`src/qte_pkg.sv`:
```
// Shared types, constants and the arctangent table for the quaternion to Euler angle core.
`default_nettype none
package qte_pkg;

  localparam int ANGLE_BITS   = 16;
  localparam int CORDIC_STEPS = 16;
  localparam int TABLE_LEN    = 24;
  localparam int N_STEPS      = (CORDIC_STEPS < TABLE_LEN) ? CORDIC_STEPS : TABLE_LEN;

  // Q.28 terms built from two Q2.14 products need 34 bits; CORDIC adds gain headroom.
  localparam int TERM_W = 34;
  localparam int CW     = 36;

  // Square root of a value up to 2^56 yields 29 bits.
  localparam int SQ_BITS = 29;
  localparam int SQ_W    = 2 * SQ_BITS + 1;

  localparam int FIFO_DEPTH = 4;
  localparam int PTR_W      = 2;
  localparam int CNT_W      = 3;

  typedef logic [ANGLE_BITS-1:0] angle_t;

  localparam angle_t HALF_TURN    = angle_t'(1) << (ANGLE_BITS - 1);
  localparam angle_t QUARTER_TURN = angle_t'(1) << (ANGLE_BITS - 2);

  localparam logic signed [TERM_W-1:0] ONE_Q28 = 34'sh0_1000_0000;

  // Rounding constant for the reduction of an angle to 16 bits.
  localparam logic [ANGLE_BITS+16:0] TO16_RND =
      (ANGLE_BITS > 16) ? ((ANGLE_BITS + 17)'(1) << (ANGLE_BITS - 1)) : '0;

  typedef enum logic [1:0] {
    AXIS_ROLL  = 2'd0,
    AXIS_PITCH = 2'd1,
    AXIS_YAW   = 2'd2,
    AXIS_NONE  = 2'd3
  } axis_e;

  typedef enum logic [1:0] {
    OP_ATAN  = 2'd0,
    OP_ASIN  = 2'd1,
    OP_CONST = 2'd2
  } op_e;

  typedef enum logic [1:0] {
    REG_ROLL  = 2'd0,
    REG_PITCH = 2'd1,
    REG_YAW   = 2'd2
  } reg_e;

  typedef struct packed {
    op_e                        op;
    axis_e                      axis;
    logic signed [TERM_W-1:0]   y;
    logic signed [TERM_W-1:0]   x;
    angle_t                     z;
  } item_t;

  typedef struct packed {
    logic [15:0] roll;
    logic [15:0] pitch;
    logic [15:0] yaw;
  } offs_t;

  function automatic angle_t atan_tab(input int i);
    logic [31:0] t;
    logic [32:0] s;
    case (i)
      0:  t = 32'h20000000;
      1:  t = 32'h12E4051E;
      2:  t = 32'h09FB385B;
      3:  t = 32'h051111D4;
      4:  t = 32'h028B0D43;
      5:  t = 32'h0145D7E1;
      6:  t = 32'h00A2F61E;
      7:  t = 32'h00517C55;
      8:  t = 32'h0028BE53;
      9:  t = 32'h00145F2F;
      10: t = 32'h000A2F98;
      11: t = 32'h000517CC;
      12: t = 32'h00028BE6;
      13: t = 32'h000145F3;
      14: t = 32'h0000A2FA;
      15: t = 32'h0000517D;
      16: t = 32'h000028BE;
      17: t = 32'h0000145F;
      18: t = 32'h00000A30;
      19: t = 32'h00000518;
      20: t = 32'h0000028C;
      21: t = 32'h00000146;
      22: t = 32'h000000A3;
      default: t = 32'h00000051;
    endcase
    s = {1'b0, t} + ((33'd1 << (32 - ANGLE_BITS)) >> 1);
    return angle_t'(s >> (32 - ANGLE_BITS));
  endfunction

endpackage
`default_nettype wire

```
`src/qte_front.sv`:
```
// Front end: accepts quaternions, forms the products and classifies each transaction.
`default_nettype none
module qte_front import qte_pkg::*; (
  input  wire logic                     clk_i,
  input  wire logic                     rst_ni,
  input  wire logic                     in_valid_i,
  output logic                          in_ready_o,
  input  wire logic signed [15:0]       quat_w_i,
  input  wire logic signed [15:0]       quat_x_i,
  input  wire logic signed [15:0]       quat_y_i,
  input  wire logic signed [15:0]       quat_z_i,
  input  wire logic [1:0]               axis_select_i,
  input  wire logic [CNT_W-1:0]         q_cnt_i,
  output logic                          push_o,
  output item_t                         item_o
);

  logic signed [15:0] a0, a1, a2, a3, b0, b1, b2, b3;
  logic signed [31:0] p0_q, p1_q, p2_q, p3_q;
  axis_e              axis_q;
  logic               pv_q;
  logic               accept;

  logic signed [TERM_W-1:0] e0, e1, e2, e3, sum_a, dif_a, sum_b, sin_t, cos_t, sp_t;

  // Pick the operand pairs needed by the selected angle.
  always_comb begin
    a0 = '0; b0 = '0; a1 = '0; b1 = '0; a2 = '0; b2 = '0; a3 = '0; b3 = '0;
    case (axis_e'(axis_select_i))
      AXIS_ROLL: begin
        a0 = quat_w_i; b0 = quat_x_i; a1 = quat_y_i; b1 = quat_z_i;
        a2 = quat_x_i; b2 = quat_x_i; a3 = quat_y_i; b3 = quat_y_i;
      end
      AXIS_PITCH: begin
        a0 = quat_w_i; b0 = quat_y_i; a1 = quat_z_i; b1 = quat_x_i;
      end
      AXIS_YAW: begin
        a0 = quat_w_i; b0 = quat_z_i; a1 = quat_x_i; b1 = quat_y_i;
        a2 = quat_z_i; b2 = quat_z_i; a3 = quat_y_i; b3 = quat_y_i;
      end
      default: begin
      end
    endcase
  end

  assign in_ready_o = ((CNT_W + 1)'(q_cnt_i) + (CNT_W + 1)'(pv_q)) < (CNT_W + 1)'(FIFO_DEPTH);
  assign accept     = in_valid_i && in_ready_o;

  always_ff @(posedge clk_i or negedge rst_ni) begin
    if (!rst_ni) begin
      pv_q <= 1'b0;
    end else begin
      pv_q <= accept;
    end
  end

  always_ff @(posedge clk_i) begin
    if (accept) begin
      p0_q   <= a0 * b0;
      p1_q   <= a1 * b1;
      p2_q   <= a2 * b2;
      p3_q   <= a3 * b3;
      axis_q <= axis_e'(axis_select_i);
    end
  end

  assign e0    = TERM_W'(p0_q);
  assign e1    = TERM_W'(p1_q);
  assign e2    = TERM_W'(p2_q);
  assign e3    = TERM_W'(p3_q);
  assign sum_a = e0 + e1;
  assign dif_a = e0 - e1;
  assign sum_b = e2 + e3;
  assign sin_t = sum_a <<< 1;
  assign sp_t  = dif_a <<< 1;
  assign cos_t = ONE_Q28 - (sum_b <<< 1);

  always_comb begin
    item_o.axis = axis_q;
    item_o.y    = sin_t;
    item_o.x    = cos_t;
    item_o.z    = '0;
    item_o.op   = OP_ATAN;
    case (axis_q)
      AXIS_ROLL, AXIS_YAW: begin
        if (sin_t == '0 && cos_t == '0) begin
          item_o.op = OP_CONST;
        end
      end
      AXIS_PITCH: begin
        item_o.y = sp_t;
        item_o.x = '0;
        if (sp_t >= ONE_Q28) begin
          item_o.op = OP_CONST;
          item_o.z  = QUARTER_TURN;
        end else if (sp_t <= -ONE_Q28) begin
          item_o.op = OP_CONST;
          item_o.z  = angle_t'(0) - QUARTER_TURN;
        end else begin
          item_o.op = OP_ASIN;
        end
      end
      default: begin
        item_o.op = OP_CONST;
      end
    endcase
  end

  assign push_o = pv_q;

  // Entries in the queue plus the one in flight never exceed its depth.
  a_reserve: assert property (@(posedge clk_i) disable iff (!rst_ni)
    ((CNT_W + 1)'(q_cnt_i) + (CNT_W + 1)'(pv_q)) <= (CNT_W + 1)'(FIFO_DEPTH))
    else $error("front reserved more queue slots than exist");

endmodule
`default_nettype wire

```
`config.mk`:
```
export PLATFORM = sky130hd
export DESIGN_NAME = qte_front
export DESIGN_NICKNAME = d
export VERILOG_FILES = /design/src/qte_pkg.sv /design/src/qte_front.sv
export SDC_FILE = /design/constraint.sdc
export NUM_CORES = 2
export LEC_CHECK = 0
export BUFFER_PORTS_ARGS = -buffer_cell sky130_fd_sc_hd__buf_2
export CORE_MARGIN = 3
export CORE_UTILIZATION = 57
export CTS_CLUSTER_DIAMETER = 80
export DETAILED_ROUTE_END_ITERATION = 8
export GPL_TIMING_DRIVEN = 0
export PLACE_DENSITY = 0.82
export SETUP_SLACK_MARGIN = 0.02
export SYNTH_ARGS = -nofsm -noshare
export SYNTH_HDL_FRONTEND = slang
export SYNTH_SLANG_ARGS = --single-unit
```
`constraint.sdc`:
```
create_clock -name clk_i -period 7.1 [get_ports clk_i]
set_clock_uncertainty 0.1 [all_clocks]
set_input_delay 1.775 -clock clk_i [delete_from_list [all_inputs] [get_ports clk_i]]
set_output_delay 1.775 -clock clk_i [all_outputs]
set_load 0.02 [all_outputs]
```
==> qor.yml <==
grt_usage: 0.339
clk_latency_ns: 0.43
synth_edf_count: 128
synth_top_area_share: 0.409
remaining_drc_errors: 0
fillers: 6057
grt_pass1_wl_um: 236000
ios: 162
drt-vias-per-instance: 5.86
hp-start: "push_o"
ys_types: 93
cts_made_buffers: 17
dpl.hpwl_um: 122000
wl_per_cell_um: 22.2
ys_warn_count: 0
slew_viol_final: 0
grt_max_degree: 79
status: "finished, violations left"
path_buf_inv: 6
row_count: 107
setup_ws_ns: -1.77
floorplan.initialDensity: 0.576
cp_top_family: "adder cells"
violations: "negative setup slack"
syn2layout_area_growth_pct: 18.9
gp_congestion: 1.02
synth_ff_type: "edfxtp_1"
first_pass_iters: 6
synthCells: 5582
routed_wl_um: 159000
drive_above_1_share: 0.183
max_stage_delay_ns: 0.57
h-tree-depth: 4
max_slew_margin: 0.345
path_common_cell: "fa_1"
clockRootBuffer: "clkbuf_16"
fin_crit_sh: 1.25
clkTransAtPathRegs_ns: 0.07
antenna_found_initial: 15
cts_tree: "done"
cap_violations: 0
rsz0062_at_grt: "yes"
cts_buffer_depth: 2
ctsHoldBuffers: 0
crit_start: "axis_select_i[1]"
hold_path_class: "flop to flop"
cp-start-kind: "input port"
cp.arrival_ns: 8.93
dr_wl_met3_um: 19600
grt_pass1_vias: 43100
layout_common_cells: "inv_1 (1266), fa_1 (972), nor2_1 (509)"
cp_num_cells: 28
cpMaxStageDelayCell: "fa_1"
drt_iter0_drc: 3988
core_area_mm2: 0.0853
reg2reg_depth: 3
die_area_mm2: 0.0897
port_buffers: 142
nets: 7490
cts.sinks: 129
cp.required_ns: 7.17
critPathKind: "input port to flop"
endpoint_kind: "flop"
ff2ff_setup_slack_ns: 4.97
async_flop_share: 0.00775
r2r_start: "push_o"
placed_cell_area_mm2: 0.0526
seq_area_frac_synth: 0.0788
yosys.area.top_type: "fa_1"
drt-met1-wl_um: 58400
synth-seq-cells: 129
worstMarginPinSlew_ns: 0.983
dr_wl_met2_um: 69800
final_hold_viol_count: 0
fp.dieH_um: 300
grt-ovfl-total: 0
synth_area_leaders: "fa_1 (41%), ha_1 (11%), inv_1 (10%)"
period_minus_slack_ns: 8.87
ant_nets: 0
syn_area_per_cell_um2: 8.80
dr.max_layer_used: "met5"
fmax_ghz: 0.113
layout_commonest_cell: "inv_1"
r2r-end: "p1_q[25]"
vias: 41900
cp_max_fo: 10
syn_area_mm2: 0.0491
setup_viol: 82
fin_tns_setup_ns: -72.52
cp-endpoint: "p0_q[31]"
final_area_mm2: 0.0584
die_x_um: 300
==> cell families (layout without fill, tap and decap cells) <==
logic type                 count (synthesis)  in the layout  share of synthesized area
AOI/OAI and AO/OA                        661            661                     0.0887
xor gates and xnor gates                 244            244                     0.0438
adders and majority gates               1430           1430                      0.518
buffers and inverters                   1527           1931                      0.118
DFF                                      129            129                     0.0788
muxes                                     55             55                     0.0113
other                                      1             19                  0.0000764
and+or+nand+nor                         1535           1535                      0.141
==> how the worst min path moves through the flow <==
stage	to	slack (ns)	depth (start not counted)
after floorplan	push_o	1.38	0
after global placement	push_o	1.45	1
after detailed placement	push_o	0.82	2
after CTS	push_o	0.83	2
after global routing	push_o	0.89	2
final	push_o	0.81	2
==> flip-flops by register name (all words and copies together) (netlist names) <==
signal	flops
push_o	1
p2_q	31
axis_q	2
p0_q	32
p1_q	32
p3_q	31
==> metrics by stage <==
stage,hold WS [ns],utilization,cells,setup slack (ns)
2_1_floorplan,1.38,-,5597,-1.70
3_3_place_gp,1.45,0.617,6883,-3.60
3_5_place_dp,0.818,0.617,6884,-3.67
4_1_cts,0.835,0.664,7057,-1.69
5_1_grt,0.892,0.684,7145,-1.88
6_report,0.805,0.684,7148,-1.77
==> cell usage after synthesis (9+ instances only) <==
cell type,count
a211o_1,11
a211oi_1,22
a21o_1,79
a21oi_1,205
a221oi_1,10
a31oi_1,24
and2_1,95
and3_1,28
and4_1,10
buf_1,19
buf_4,16
clkbuf_1,165
edfxtp_1,128
fa_1,1003
ha_1,427
inv_1,1314
mux2i_1,51
nand2_1,512
nand2b_1,43
nand3_1,54
nand4_1,18
nor2_1,555
nor2b_1,58
nor3_1,56
nor4_1,13
o211ai_1,16
o21a_1,39
o21ai_0,91
o21ai_1,13
o21bai_1,33
o22ai_1,10
o31ai_1,9
or2_2,30
or3_1,22
xnor2_1,178
xor2_1,64
==> metal layers <==
layer | vias up | GRT usage
met5 | - | 0
met2 | 2698 | 0.525
li1 | 18000 | -
met3 | 693 | 0.0997
met4 | 14 | 0.164
met1 | 20500 | 0.438
==> timing repair <==
| action | 4_1_cts | 5_1_grt |
|---|---|---|
| gates cloned | 5 | 4 |
| endpoints found under the setup margin | 93 | 88 |
| pin swaps | 103 | 126 |
| resized for setup | 478 | 247 |
| setup buffers | 152 | 92 |
==> tightest hold or removal path, cell delays in order, from the launching register on <==
cell	delay, ns
dfrtp_1	0.34
a31oi_1	0.10
and2_4	0.32
==> layout make-up <==
cell class | count | area [um^2] | share of cell area
timing repair buffer | 392 | 3000 | 0.0515
antenna | 3 | 7.51 | 0.000129
tap | 1144 | 1430 | 0.0245
sequential | 129 | 3870 | 0.0663
buffer | 186 | 1730 | 0.0297
clock inverter | 9 | 106 | 0.00182
clock buffer | 23 | 478 | 0.00819
inverter | 1321 | 5020 | 0.0860
multi-input combinational | 3941 | 42700 | 0.732
Power is not shown: default switching activity piles up to over one toggle a cycle in this logic, so the estimate is an artifact.
