==> config.mk <==
export PLATFORM = sky130hd
export DESIGN_NAME = qte_queue
export DESIGN_NICKNAME = d
export VERILOG_FILES = /design/src/qte_pkg.sv /design/src/qte_queue.sv
export SDC_FILE = /design/constraint.sdc
export NUM_CORES = 1
export LEC_CHECK = 0
export BUFFER_PORTS_ARGS = -buffer_cell sky130_fd_sc_hd__buf_2
export CAP_MARGIN = 20
export CORE_MARGIN = 2
export CORE_UTILIZATION = 45
export CTS_CLUSTER_DIAMETER = 200
export DETAILED_ROUTE_END_ITERATION = 10
export HOLD_SLACK_MARGIN = 0.08
export PLACE_DENSITY = 0.65
export SYNTH_ARGS = -nofsm -noshare
export SYNTH_HDL_FRONTEND = slang
export SYNTH_SLANG_ARGS = --single-unit
==> constraint.sdc <==
create_clock -name clk_i -period 4 [get_ports clk_i]
set_clock_uncertainty 0.15 [all_clocks]
set_input_delay 0.6 -clock clk_i [delete_from_list [all_inputs] [get_ports clk_i]]
set_output_delay 0.6 -clock clk_i [all_outputs]
set_load 0.05 [all_outputs]
==> src/qte_pkg.sv <==
// Shared types, constants and the arctangent table for the quaternion to Euler angle core.
`default_nettype none
package qte_pkg;

  localparam int ANGLE_BITS   = 16;
  localparam int CORDIC_STEPS = 16;
  localparam int TABLE_LEN    = 24;
  localparam int N_STEPS      = (CORDIC_STEPS < TABLE_LEN) ? CORDIC_STEPS : TABLE_LEN;

  // Q.28 terms built from two Q2.14 products need 34 bits; CORDIC adds gain headroom.
  localparam int TERM_W = 34;
  localparam int CW     = 36;

  // Square root of a value up to 2^56 yields 29 bits.
  localparam int SQ_BITS = 29;
  localparam int SQ_W    = 2 * SQ_BITS + 1;

  localparam int FIFO_DEPTH = 4;
  localparam int PTR_W      = 2;
  localparam int CNT_W      = 3;

  typedef logic [ANGLE_BITS-1:0] angle_t;

  localparam angle_t HALF_TURN    = angle_t'(1) << (ANGLE_BITS - 1);
  localparam angle_t QUARTER_TURN = angle_t'(1) << (ANGLE_BITS - 2);

  localparam logic signed [TERM_W-1:0] ONE_Q28 = 34'sh0_1000_0000;

  // Rounding constant for the reduction of an angle to 16 bits.
  localparam logic [ANGLE_BITS+16:0] TO16_RND =
      (ANGLE_BITS > 16) ? ((ANGLE_BITS + 17)'(1) << (ANGLE_BITS - 1)) : '0;

  typedef enum logic [1:0] {
    AXIS_ROLL  = 2'd0,
    AXIS_PITCH = 2'd1,
    AXIS_YAW   = 2'd2,
    AXIS_NONE  = 2'd3
  } axis_e;

  typedef enum logic [1:0] {
    OP_ATAN  = 2'd0,
    OP_ASIN  = 2'd1,
    OP_CONST = 2'd2
  } op_e;

  typedef enum logic [1:0] {
    REG_ROLL  = 2'd0,
    REG_PITCH = 2'd1,
    REG_YAW   = 2'd2
  } reg_e;

  typedef struct packed {
    op_e                        op;
    axis_e                      axis;
    logic signed [TERM_W-1:0]   y;
    logic signed [TERM_W-1:0]   x;
    angle_t                     z;
  } item_t;

  typedef struct packed {
    logic [15:0] roll;
    logic [15:0] pitch;
    logic [15:0] yaw;
  } offs_t;

  function automatic angle_t atan_tab(input int i);
    logic [31:0] t;
    logic [32:0] s;
    case (i)
      0:  t = 32'h20000000;
      1:  t = 32'h12E4051E;
      2:  t = 32'h09FB385B;
      3:  t = 32'h051111D4;
      4:  t = 32'h028B0D43;
      5:  t = 32'h0145D7E1;
      6:  t = 32'h00A2F61E;
      7:  t = 32'h00517C55;
      8:  t = 32'h0028BE53;
      9:  t = 32'h00145F2F;
      10: t = 32'h000A2F98;
      11: t = 32'h000517CC;
      12: t = 32'h00028BE6;
      13: t = 32'h000145F3;
      14: t = 32'h0000A2FA;
      15: t = 32'h0000517D;
      16: t = 32'h000028BE;
      17: t = 32'h0000145F;
      18: t = 32'h00000A30;
      19: t = 32'h00000518;
      20: t = 32'h0000028C;
      21: t = 32'h00000146;
      22: t = 32'h000000A3;
      default: t = 32'h00000051;
    endcase
    s = {1'b0, t} + ((33'd1 << (32 - ANGLE_BITS)) >> 1);
    return angle_t'(s >> (32 - ANGLE_BITS));
  endfunction

endpackage
`default_nettype wire

==> src/qte_queue.sv <==
// Small queue that decouples the classifying front end from the angle back end.
`default_nettype none
module qte_queue import qte_pkg::*; (
  input  wire logic             clk_i,
  input  wire logic             rst_ni,
  input  wire logic             push_i,
  input  wire item_t            item_i,
  input  wire logic             pop_i,
  output item_t                 item_o,
  output logic [CNT_W-1:0]      cnt_o
);

  item_t            mem_q [FIFO_DEPTH];
  logic [PTR_W-1:0] wr_q, rd_q;
  logic [CNT_W-1:0] cnt_q;

  always_ff @(posedge clk_i) begin
    if (push_i) begin
      mem_q[wr_q] <= item_i;
    end
  end

  always_ff @(posedge clk_i or negedge rst_ni) begin
    if (!rst_ni) begin
      wr_q  <= '0;
      rd_q  <= '0;
      cnt_q <= '0;
    end else begin
      if (push_i) begin
        wr_q <= wr_q + PTR_W'(1);
      end
      if (pop_i) begin
        rd_q <= rd_q + PTR_W'(1);
      end
      cnt_q <= cnt_q + CNT_W'(push_i) - CNT_W'(pop_i);
    end
  end

  assign item_o = mem_q[rd_q];
  assign cnt_o  = cnt_q;

  a_no_overflow: assert property (@(posedge clk_i) disable iff (!rst_ni)
    push_i && !pop_i |-> cnt_q < CNT_W'(FIFO_DEPTH))
    else $error("queue overflow");

  a_no_underflow: assert property (@(posedge clk_i) disable iff (!rst_ni)
    pop_i |-> cnt_q != '0)
    else $error("queue underflow");

endmodule
`default_nettype wire

==> impl_metrics.toml, run 1 <==
[status]
outcome = "completed"

[cells_and_area]
drive_gt1_share_pct = 45.9
synthToLayoutAreaGrowth_pct = 19.1
finish.net_count = 803
multi_input_comb_area_um2 = 2170
fillers = 2163
instances_no_fill = 1119
ff_latch_area_um2 = 10800
finalInstanceArea_um2 = 15700

[detailed_routing]
ant_nets = 0
detail_route.first_pass.iterations = 4
drt-total-wl_mm = 23.7
via_density_per_instance = 5.22
avgRoutedWirePerCell_um = 21.2
num_vias = 5844
detail_route.iter0.violations = 375
drc = 0

[worst_setup_path]
worst_setup_path_startpoint = "rd_q[0]"
r2r-end = "mem_q[0][37]"
crit_fanout = 32
endpoint_kind = "primary output"
worstSetupStartpointType = "register"
setup.worst_path.class = "reg2out"
rr_startpoint = "wr_q[0]"
cp_data_required_time_ps = 3250
setup.reg_to_reg.worst_slack_ps = 1780
reg2regPathDepth = 4
setup.worst_path.end = "item_o[59]"
critical_path_arrival_ps = 2480

[yosys]
synth_area_um2 = 13200
seq_total_area_yosys_pct = 81.6
netlist_top_cells_area = "edfxtp_1 (80%), mux4_2 (15%), buf_12 (1.4%), dfrtp_1 (1.3%), ha_1 (0.57%)"
synth_edf_count = 352
yosys.cell_count.top_type = "edfxtp_1"
synth.distinct_cells = 15
synth_area_leader_cell = "edfxtp_1"
synthesis.yosys.warnings = 0
number_of_instances_in_the_synthesized_netlist = 492
yosysTopAreaCellShare_pct = 80.3
synth.ff_latch_count = 359
synth_top_cells_by_count = "edfxtp_1 (352), mux4_2 (88), buf_12 (9), buf_2 (9), dfrtp_1 (7)"
synth_async_sr_flop_share_pct = 1.95
syn_nets = 591
synth-main-ff-cell = "edfxtp_1"
syn_area_per_cell_um2 = 26.8

[clock_network]
post_cts.repair.setup_buffers = 0
tritoncts.num_buffers = 37
tritoncts = "done"
clock_sink_count = 359
clk_root_buffer_cell = "clkbuf_16"
clock_latency_at_the_later_pin_of_the_worst_skew_pair_ps = 500
clk_pin_slew_worst_paths_ps = 60
htree_num_levels = 2
clk_path_buf_depth = 3

[placed_design]
placed_area_um2 = 14500
place_inst = 1048
globalplace.congestion = 0.690
pre_cts_slack_ps = 1230
portBuffers = 182
place_hpwl_mm = 14.0

[sta]
slew_headroom_pct = 45.9
rsz_0062_raised_after_global_routing = "false"
fin_worst_hold_slack_ps = 159
timing.final.max_slew_violations = 0
tightest_slew_ps = 812
final.setup.worst_slack_ps = 774
fmax_mhz = 310
post-route-min-period_ps = 3230
setup_violations = 0
hold_violations = 0
fin_crit_sh_pct = 80.7
setup-tns-final_ps = 0

[power_and_ir_drop]
power.static_leakage_uw = 0.00536
vdd_drop_max_mv = 0.500
power.density_cell_area_nw_per_um2 = 860

[global_routing]
antenna_found_initial = 3
grt_pass1_vias = 6531
first_pass_grt_wire_length_mm = 36.8
grt_start_max_net_pins = 60
globalRoute.totalOverflow = 0
track_usage_pct = 15.8

[die]
core.rowCount = 62
io_pins = 183
floorplan.core_area_um2 = 28800
floorplan.die_area_um2 = 30700
die_width_um = 175
fp.dieH_um = 175
effective_utilization_at_floorplan_pct = 45.8

[flow_run]
maxCapViolCount = 0

[worst_hold_path]
hold_class = "in2reg"
[power by group]
group / leakage, uW / switching [uW] / internal (uW) / total (uW)
clock network: 0.000571 / 1300 / 1970 / 3270
registers: 0.00331 / 306 / 4920 / 5230
logic: 0.00148 / 3480 / 1510 / 4990
total: 0.00536 / 5090 / 8400 / 13500
[flip-flops by register name (all words and copies together), names as in the netlist]
| name | flops |
|---|---|
| cnt_o | 3 |
| rd_q | 2 |
| mem_q | 352 |
| wr_q | 2 |
[how the worst min path moves through the flow]
| stage | startpoint | endpoint | slack (ps) | depth (start not counted) |
|---|---|---|---|---|
| 6_report | item_i[26] | mem_q[1][26] | 160 | 1 |
| 5_1_grt | item_i[15] | mem_q[0][15] | 140 | 1 |
| 3_3_place_gp | rst_ni | rd_q[1] | 310 | 1 |
| 4_1_cts | item_i[48] | mem_q[2][48] | 130 | 1 |
| 2_1_floorplan | rst_ni | cnt_o[0] | 150 | 0 |
| 3_5_place_dp | rst_ni | cnt_o[0] | 310 | 1 |
[layout make-up]
class	instances	share of cell area, %
antenna	3	0.0479
multi-input combinational	107	13.8
clock inverter	21	1.13
inverter	6	0.144
tap	384	3.06
timing repair buffer	193	6.83
clock buffer	46	6.39
sequential	359	68.6
[per-layer routing]
layer  up-vias  track usage [%]  share of wire (%)
met4         2             4.58                1.9
met2       180             27.5                 52
met3        37             4.90                7.4
met5         -                0              0.055
li1       2555                -                  -
met1      3070             19.1                 39
[critical path, stage by stage, from the launching register on]
cell,delay [ps]
dfrtp_4,770
buf_12,320
mux4_2,580
buf_2,230
[cells by family (layout without fill, tap and decap cells)]
kind of cell	after synthesis	after routing	synth area share, %
AOI/OAI and AO/OA	1	1	0.0380
xor gates and xnor gates	5	5	0.333
adders and majority gates	7	7	0.722
buffers and inverters	26	266	2.02
DFF	359	359	81.6
muxes	88	88	15.0
other	0	3	0
and+or+nand+nor	6	6	0.247
[cell usage in the layout, fill, tap and decap left out, types with 2 or more instances in the layout]
master      instances
xor2_1              2
clkbuf_16          39
nand2_1             2
ha_1                6
buf_2             182
xnor2_1             3
dfrtp_4             2
bufinv_16           3
clkinvlp_4          2
and2_4              4
clkbuf_1            7
clkinv_2            5
edfxtp_1          352
clkinv_1           10
mux4_2             88
dfrtp_1             5
diode_2             3
buf_4               4
inv_1               6
buf_12              6
[through the flow]
step,power (uW),util (%)
after floorplan,9370,-
after CTS,13700,54.5
after detailed placement,10400,50.3
final,13500,54.5
after global routing,14100,54.5
after global placement,10300,50.3
[what timing repair did]
action                                 in CTS  in global routing
hold buffers                                1                  0
gates resized for setup                     0                  0
endpoints found under the hold margin       7                  0
Power figures use the tool's default switching activity.
==> inputs of run 2 (changes only) <==
--- a/config.mk
+++ b/config.mk
@@ -12,7 +12,7 @@
 export CTS_CLUSTER_DIAMETER = 200
 export DETAILED_ROUTE_END_ITERATION = 10
 export HOLD_SLACK_MARGIN = 0.08
-export PLACE_DENSITY = 0.65
+export PLACE_DENSITY = 0.68
 export SYNTH_ARGS = -nofsm -noshare
 export SYNTH_HDL_FRONTEND = slang
 export SYNTH_SLANG_ARGS = --single-unit
==> constraint.sdc (replaced) <==
create_clock -name clk_i -period 2.93 [get_ports clk_i]
set_clock_uncertainty 0.15 [all_clocks]
set_input_delay 0.4395 -clock clk_i [delete_from_list [all_inputs] [get_ports clk_i]]
set_output_delay 0.4395 -clock clk_i [all_outputs]
set_load 0.05 [all_outputs]
==> run 2 against run 1 <==
First-iteration DRC count up 32%. Final area is 6.5% higher. Critical path depth stayed put. Core utilization grew 3.5 points. Critical path type unchanged. Largest cell class unchanged. Largest power group is now combinational logic.
==> impl_metrics.toml, run 2 (synthesis results as in run 1) <==
[status]
outcome = "completed"

[worst_setup_path]
endpoint_kind = "primary output"
cp_data_required_time_ps = 2340
crit_slowest_cell = "dfrtp_4"
setup.worst_path.class = "reg2out"
worstSetupStartpointType = "register"
crit_path_cell_trace = "buf_4, mux4_2, buf_2"
critical_path.max_stage_delay_ps = 650
setup.reg_to_reg.worst_slack_ps = 920
critical_path_arrival_ps = 2150
crit_fanout = 20

[global_routing]
gr_peak_layer = "met2"
first_pass_grt_wire_length_mm = 38.4
track_usage_pct = 16.5
antenna_found_initial = 2
met3_demand_to_capacity_share_in_global_routing_pct = 3.57
grt_pass1_vias = 6759
grt_use_met2_pct = 29.2
grt_use_met1_pct = 20.9
grt_start_max_net_pins = 37
globalRoute.totalOverflow = 0

[power_and_ir_drop]
power.density_cell_area_nw_per_um2 = 1120
power.static_leakage_uw = 0.00581
vdd_drop_max_mv = 0.833

[flow_run]
maxCapViolCount = 0

[detailed_routing]
ant_nets = 0
drc = 0
num_vias = 6207
detail_route.first_pass.iterations = 4
via_density_per_instance = 5.10
avgRoutedWirePerCell_um = 20.8
drt-total-wl_mm = 25.4
detail_route.iter0.violations = 496

[sta]
rsz_0062_raised_after_global_routing = "false"
setup-tns-final_ps = 0
tightest_slew_ps = 566
slew_headroom_pct = 62.3
final.setup.worst_slack_ps = 188
timing.final.max_slew_violations = 0
hold_violations = 0
setup_violations = 0
post-route-min-period_ps = 2740
fmax_mhz = 365
fin_crit_sh_pct = 93.6

[cells_and_area]
synthToLayoutAreaGrowth_pct = 26.8
fillers = 2061
finish.net_count = 906
mostFrequentLayoutCells = "edfxtp_1 (352), buf_2 (182), dlygate4sd3_1 (90)"
max_ffs_per_register = 352
drive_gt1_share_pct = 42.1
instances_no_fill = 1218
layout_commonest_cell = "edfxtp_1"
largest_register = "mem_q"

[clock_network]
tritoncts = "done"
clock_sink_count = 359
clk_path_buf_depth = 3
clk_pin_slew_worst_paths_ps = 60
clk_root_buffer_cell = "clkbuf_16"
htree_num_levels = 2
tritoncts.num_buffers = 37
clock_latency_at_the_later_pin_of_the_worst_skew_pair_ps = 510

[placed_design]
globalplace.congestion = 0.738
portBuffers = 182
place_inst = 1060
place_hpwl_mm = 15.6
pre_cts_slack_ps = 525

[die]
die_width_um = 175
floorplan.die_area_um2 = 30700
effective_utilization_at_floorplan_pct = 45.8
floorplan.core_area_um2 = 28800
fp.dieH_um = 175
core.rowCount = 62
io_pins = 183

[worst_hold_path]
hold_class = "in2reg"
run 2: worst paths after layout:
path,depth (start not counted),startpoint,end
setup / recovery,3,rd_q[1],item_o[57]
hold / removal,2,push_i,wr_q[0]
setup reg to reg,4,wr_q[0],mem_q[0][69]
hold reg to reg,1,wr_q[0],wr_q[0]
max in group asynchronous,2,rst_ni,rd_q[1]
min in group asynchronous,2,rst_ni,rd_q[0]
run 2: area by class of cell:
class / instances / area (um2) / share of cell area [%]
inverter: 6 / 22.5 / 0.135
clock inverter: 18 / 170 / 1.02
timing repair buffer: 296 / 2090 / 12.5
multi-input combinational: 107 / 2170 / 13.0
antenna: 1 / 2.50 / 0.0150
tap: 384 / 480 / 2.88
sequential: 359 / 10800 / 64.4
clock buffer: 47 / 1010 / 6.03
run 2: metrics by stage:
step	hold slack [ps]	total power, uW	instance area (um2)	utilization, %
detailed placement	154	14300	14600	50.7
global placement	141	14100	14600	50.7
floorplan	-6.09	12700	13200	-
CTS	102	18900	16700	58.0
finish	137	18700	16700	58.0
global route	120	19400	16700	58.0
run 2: critical path: cells and delay by family (launching register included):
family	cells	cell delay (ps)
multiplexers	1	380
flip-flops	1	650
buffers and inverters	2	600
run 2: layer usage:
layer | routed length, um | vias up
li1 | - | 2754
met2 | 13200 | 180
met1 | 10400 | 3236
met3 | 1400 | 35
met4 | 417 | 2
met5 | 13 | -
run 2: report_power, final:
part | internal (uW) | switching [uW]
Combinational | 2260 | 4920
Sequential | 6720 | 314
Clock | 2700 | 1810
Total | 11700 | 7040
run 2: repair_timing:
item                                    CTS  global route
endpoints found under the hold margin   360             0
endpoints found under the setup margin   14             0
hold buffers                             90             0
resized for setup                         0             0
buffers inserted                          2             0
